[config.mk]
export PLATFORM = sky130hd
export DESIGN_NAME = ptc_frac
export DESIGN_NICKNAME = d
export VERILOG_FILES = /design/src/rtl/core/ptc_pkg.sv /design/src/rtl/core/ptc_frac.sv
export SDC_FILE = /design/constraint.sdc
export NUM_CORES = 2
export LEC_CHECK = 0
export BUFFER_PORTS_ARGS = -buffer_cell sky130_fd_sc_hd__buf_4
export CORE_ASPECT_RATIO = 1.25
export CORE_MARGIN = 4
export CORE_UTILIZATION = 65
export CTS_CLUSTER_SIZE = 10
export DETAILED_ROUTE_END_ITERATION = 10
export GPL_ROUTABILITY_DRIVEN = 0
export PLACE_DENSITY = 0.91
export SYNTH_ARGS = -nofsm -noshare
export SYNTH_HDL_FRONTEND = slang
export SYNTH_SLANG_ARGS = --single-unit
[constraint.sdc]
create_clock -name clk -period 7.9 [get_ports clk]
set_input_delay 0.395 -clock clk [delete_from_list [all_inputs] [get_ports clk]]
set_output_delay 0.395 -clock clk [all_outputs]
set_load 0.01 [all_outputs]
[src/rtl/core/ptc_pkg.sv]
// ----------------------------------------------------------------------------
// ptc_pkg
// Shared types, constants and the divider step for the pressure and
// temperature compensation pipeline.
// ----------------------------------------------------------------------------
package ptc_pkg;

    localparam int RAW_W  = 20;
    localparam int CAL_W  = 48;
    localparam int NUM_W  = 61;     // magnitude of the pressure numerator
    localparam int DEN_W  = 36;     // magnitude of the pressure divisor
    localparam int QUOT_W = 41;     // integer quotient bits
    localparam int FRAC_W = 12;     // bits of the scaled fraction quotient
    localparam int FNUM_W = DEN_W + FRAC_W;
    localparam int QM_W   = QUOT_W + FRAC_W;
    localparam int RES_W  = 41;

    localparam logic [1:0] CFG_TEMP    = 2'd0;
    localparam logic [1:0] CFG_PRESS_A = 2'd1;
    localparam logic [1:0] CFG_PRESS_B = 2'd2;
    localparam logic [1:0] CFG_PRESS_C = 2'd3;

    localparam logic [FRAC_W-1:0] SCALE_3125 = 12'd3125;

    localparam logic signed [19:0] TC_LIMIT   = 20'sd10000;
    localparam logic signed [19:0] TC_SAT_HI  = 20'sd32767;
    localparam logic signed [19:0] TC_SAT_LO  = -20'sd32768;
    localparam logic signed [24:0] TF_OFFSET  = 25'sd128000;
    localparam logic signed [51:0] AA_BIAS    = 52'sh0_8000_0000_0000;

    localparam logic [QM_W:0]         M_POS_LIM = 54'h00_00FF_FFFF_FFFF;
    localparam logic [QM_W:0]         M_NEG_LIM = 54'h00_0100_0000_0000;
    localparam logic signed [RES_W-1:0] Q_MAX   = 41'sh0FF_FFFF_FFFF;
    localparam logic signed [RES_W-1:0] Q_MIN   = 41'sh100_0000_0000;

    localparam logic signed [RES_W-1:0] P_LOW     = 41'sd20480000;
    localparam logic signed [RES_W-1:0] P_HIGH    = 41'sd30720000;
    localparam logic signed [RES_W-1:0] PRESS_MAX = 41'sd4294967295;

    typedef enum logic [1:0] {
        ST_OK    = 2'd0,
        ST_TEMP  = 2'd1,
        ST_PRESS = 2'd2,
        ST_DIVZ  = 2'd3
    } status_t;

    typedef struct packed {
        logic [15:0] t1;
        logic [15:0] t2;
        logic [15:0] t3;
        logic [15:0] p1;
        logic [15:0] p2;
        logic [15:0] p3;
        logic [15:0] p4;
        logic [15:0] p5;
        logic [15:0] p6;
        logic [15:0] p7;
        logic [15:0] p8;
        logic [15:0] p9;
    } cal_t;

    // side information that rides along with each beat
    typedef struct packed {
        logic signed [15:0] temp;
        logic               tfail;
        logic               dz;
        logic               ovf;
        logic               neg;
    } tag_t;

    // one restoring step: returns {quotient bit, next partial remainder}
    function automatic logic [DEN_W:0] div_step(
        input logic [DEN_W-1:0] pr,
        input logic             bit_in,
        input logic [DEN_W-1:0] den
    );
        logic [DEN_W:0] t;
        logic [DEN_W:0] diff;
        t    = {pr, bit_in};
        diff = t - {1'b0, den};
        if (t >= {1'b0, den})
        begin
            return {1'b1, diff[DEN_W-1:0]};
        end
        return {1'b0, t[DEN_W-1:0]};
    endfunction

endpackage

[src/rtl/core/ptc_frac.sv]
// ----------------------------------------------------------------------------
// ptc_frac
// Scales quotient and remainder by 3125 and divides the scaled remainder
// once more, one quotient bit per stage.
// ----------------------------------------------------------------------------
module ptc_frac (
    input  logic                        clk,
    input  logic                        rst_n,
    input  logic                        en,
    input  logic                        in_valid,
    input  logic [ptc_pkg::QUOT_W-1:0]  in_quot,
    input  logic [ptc_pkg::DEN_W-1:0]   in_rem,
    input  logic [ptc_pkg::DEN_W-1:0]   in_den,
    input  ptc_pkg::tag_t               in_tag,
    output logic                        out_valid,
    output logic [ptc_pkg::QM_W-1:0]    out_qm,
    output logic [ptc_pkg::FRAC_W-1:0]  out_fq,
    output ptc_pkg::tag_t               out_tag
);
    import ptc_pkg::*;

    localparam int STEPS = FRAC_W;

    logic [STEPS:0]    vld_reg;
    logic [DEN_W-1:0]  pr_reg  [STEPS+1];
    logic [FRAC_W-1:0] lo_reg  [STEPS+1];
    logic [DEN_W-1:0]  den_reg [STEPS+1];
    logic [QM_W-1:0]   qm_reg  [STEPS+1];
    tag_t              tag_reg [STEPS+1];

    logic [FNUM_W-1:0] fn_w;
    logic [QM_W-1:0]   qm_w;
    logic [DEN_W:0]    step_w [STEPS];

    assign fn_w = in_rem * SCALE_3125;
    assign qm_w = in_quot * SCALE_3125;

    always_comb
    begin
        for (int k = 0; k < STEPS; k++)
        begin
            step_w[k] = div_step(pr_reg[k], lo_reg[k][FRAC_W-1], den_reg[k]);
        end
    end

    always_ff @(posedge clk or negedge rst_n)
    begin
        if (!rst_n)
        begin
            vld_reg <= '0;
        end
        else if (en)
        begin
            vld_reg <= {vld_reg[STEPS-1:0], in_valid};
        end
    end

    // rem < den, so the scaled high part always starts below the divisor
    always_ff @(posedge clk)
    begin
        if (en)
        begin
            pr_reg[0]  <= fn_w[FNUM_W-1:FRAC_W];
            lo_reg[0]  <= fn_w[FRAC_W-1:0];
            den_reg[0] <= in_den;
            qm_reg[0]  <= qm_w;
            tag_reg[0] <= in_tag;
            for (int k = 0; k < STEPS; k++)
            begin
                pr_reg[k+1]  <= step_w[k][DEN_W-1:0];
                lo_reg[k+1]  <= {lo_reg[k][FRAC_W-2:0], step_w[k][DEN_W]};
                den_reg[k+1] <= den_reg[k];
                qm_reg[k+1]  <= qm_reg[k];
                tag_reg[k+1] <= tag_reg[k];
            end
        end
    end

    assign out_valid = vld_reg[STEPS];
    assign out_qm    = qm_reg[STEPS];
    assign out_fq    = lo_reg[STEPS];
    assign out_tag   = tag_reg[STEPS];

endmodule

==> metrics.md <==
| Metric | Value |
|---|---|
| Status | `complete, no violations` |
| First-pass GRT wire length | `351000 µm` |
| Post-synthesis cell count | `8052` |
| Final Hold Viols | `0` |
| CP Class | `in -> reg` |
| DRT Pass-1 Iters | `9` |
| Min-delay worst type | `in -> reg` |
| Fmax | `160 MHz` |
| RSZ-0062 raised after global routing | `no` |
| Compound-cell area share of the yosys netlist | `9.71%` |
| Reg2Reg Setup Slack | `3.17 ns` |
| Setup Skew | `0.0938 ns` |
| Synth cell types | `93` |
| Crit path capture type | `register` |
| Vias | `64400` |
| Post-Synth Adder-Cell Area | `15.1%` |
| Max-cap viol count | `0` |
| GRT Total Usage | `26.9%` |
| Power Dens Cells | `412 nW/µm²` |
| Area of the multi-input gates | `38900 µm²` |
| Slew @ Worst Pin | `1.28 ns` |
| DR DRC count | `0` |
| Buffer depth of the longest clock path | `3` |
| Post-synth top cells | `1969 x edfxtp_1, 1181 x inv_1, 839 x ha_1, 577 x a21oi_1, 392 x nor2_1` |
| Area Growth Syn to Fin | `9.92%` |
| Post-route ant nets | `0` |
| Top cells by area, synth | `edfxtp_1 57%, ha_1 10%, fa_1 5.0%` |
| Starting Density | `65.6%` |
| Num rows | `163` |
| Per-cell routed wire length | `21.3 µm` |
| Mapped Area | `104000 µm²` |
| Async set or reset register ratio after synthesis | `0.656%` |
| Setup Fix Bufs, Post-CTS | `0` |
| Via density | `6.13` |
| Setup TNS | `0 ns` |
| Nets@finish | `9639` |
| DR iter-0 viols | `7554` |
| Die Area | `166000 µm²` |
| CTS Root Cell | `clkbuf_16` |
| CTS tree | `done` |
| Largest family of logic cells by synthesized area | `adder cells` |
| Largest net degree at the start of global routing | `185` |
| Share of layout cells above drive strength 1 | `9.27%` |
| Crit start category | `primary input` |
| Fill cell count | `9214` |
| Fin Hold WS | `0.115 ns` |
| Sequential area share after synthesis | `57.3%` |
| Syn Nets | `9288` |
| Global route overflow | `0` |
| Post-synth EDFFs | `1969` |
| Number of port buffers | `222` |
| Setup violations, final | `0` |
| #FFs+latches synth | `1982` |
| Crit path time final | `6.27 ns` |
| XOR/XNOR Fraction of Synth Area | `3.89%` |
| Ports | `223` |
| Synthesis Warnings | `0` |
| Vias in the first global route | `66700` |
| Post-synthesis simple-gate area fraction | `5.93%` |
| Mean Syn Cell Area | `12.9 µm²` |
| Worst Path Arrival | `6.84 ns` |
| CP Max Fanout | `6` |
| Seq. cell area | `59500 µm²` |
| Worst skew pair latency | `0.88 ns` |
| Max rail drop VDD | `0.311 mV` |
| DP HPWL | `152000 µm` |
| DIE HEIGHT | `455 µm` |
| Mux share of post-synthesis cell area | `2.76%` |
| Clk slew on worst S/H paths | `0.06 ns` |
| Initial antenna violation count | `5` |
| Max FFs per register | `689` |
| Top_reg_cell synth | `edfxtp_1` |
| Core area | `158000 µm²` |
| Leak | `47.6 nW` |
| Most numerous cell in the Yosys netlist | `edfxtp_1` |
| Slew Viols, Final | `0` |
| Synth area leader | `edfxtp_1` |
| Chip Width | `365 µm` |
| Ratio of final minimum period to clock period | `79.3%` |
| Slew headroom | `14.6%` |
| Num CTS Buffers | `218` |
| CP required | `8.47 ns` |
| Synth top area share | `57.0%` |
| Clock Sinks | `1982` |
| Max H-tree Level | `4` |
| Routed wire length | `224000 µm` |
-- layout by cell type (no fill, tap or decap), types with 108 or more instances in the layout --
cell       Yosys  layout
xor2_1       154     154
ha_1         839     839
clkbuf_16      0     218
inv_1       1181    1181
mux2_2       228     228
xnor2_1      307     307
nor2_1       392     392
edfxtp_1    1969    1969
buf_4         75     242
o21ai_0      285     285
nand2_1      336     336
fa_1         260     260
a21o_1       267     267
nand3_1      108     108
a21oi_1      577     577
-- power breakdown --
group	switching, mW	internal [mW]	total [mW]
Clock	3.91	4.96	8.88
Combinational	12.9	9.08	22.0
Sequential	1.14	15.0	16.1
-- critical path, stage by stage --
cell           delay, ns
dlygate4sd3_1       0.57
buf_4               0.18
ha_1                0.32
ha_1                0.38
ha_1                0.34
fa_1                0.78
inv_1               0.18
fa_1                0.61
inv_1               0.07
ha_1                0.41
a21oi_1             0.17
o21ai_0             0.41
nand3_1             0.26
a31oi_1             0.36
nor2_1              0.11
o32ai_1             0.34
o22ai_1             0.24
o21ai_0             0.35
a41oi_1             0.19
xnor2_1             0.15
-- final timing paths --
| check | start | endpoint | depth (start not counted) |
|---|---|---|---|
| worst max-delay path | in_quot[2] | qm_reg[0][47] | 20 |
| worst min-delay path | in_quot[3] | qm_reg[0][3] | 3 |
| worst max register to register | lo_reg[0][95] | pr_reg[2][4] | 10 |
| worst min register to register | qm_reg[1][29] | qm_reg[1][82] | 0 |
| max in group asynchronous | rst_n | vld_reg[1] | 3 |
| min in group asynchronous | rst_n | vld_reg[12] | 3 |
-- layout make-up --
cell class	instances	area share, %
well taps	2062	2.26
flip-flops and latches	1982	52.1
inverters	1182	3.89
clock buffers	240	4.86
clock inverters	23	0.438
multi-input cells	4702	34.1
diodes	2	0.00439
repair buffers	317	2.33
-- per-stage QoR --
step	std cells	setup slack [ns]	total power [mW]	utilization, %	area [µm²]
global placement	10200	1.96	35.7	67.8	107000
floorplan	8052	2.63	31.7	-	104000
detailed placement	10200	1.97	36.9	67.8	107000
CTS	10500	2.01	46.4	72.1	114000
finish	10500	1.63	47.0	72.1	114000
global route	10500	1.67	49.6	72.1	114000
-- what timing repair did --
action,in CTS,in global routing
gates resized for setup,0,0
hold buffers,66,1
endpoints found under the setup margin,0,0
endpoints found under the hold margin,80,20
-- logic make-up (layout without fill, tap and decap cells) --
logic type / after synthesis / in the layout
flip-flops: 1982 / 1982
AO/OA/AOI/OAI: 1594 / 1594
buffers and inverters: 1368 / 1762
AND/OR/NAND/NOR: 1292 / 1292
adder cells (fa/ha/maj): 1099 / 1099
XOR/XNOR: 461 / 461
multiplexers: 256 / 256
other: 0 / 2
-- routing by layer --
metal	GRT usage [%]	routed length, µm	vias up
met4	18.0	17100	2
met3	4.38	13700	1079
met2	48.8	116000	3283
li1	-	-	29400
met1	29.0	76800	30700
met5	0	13	-
Power figures use the tool's default switching activity.
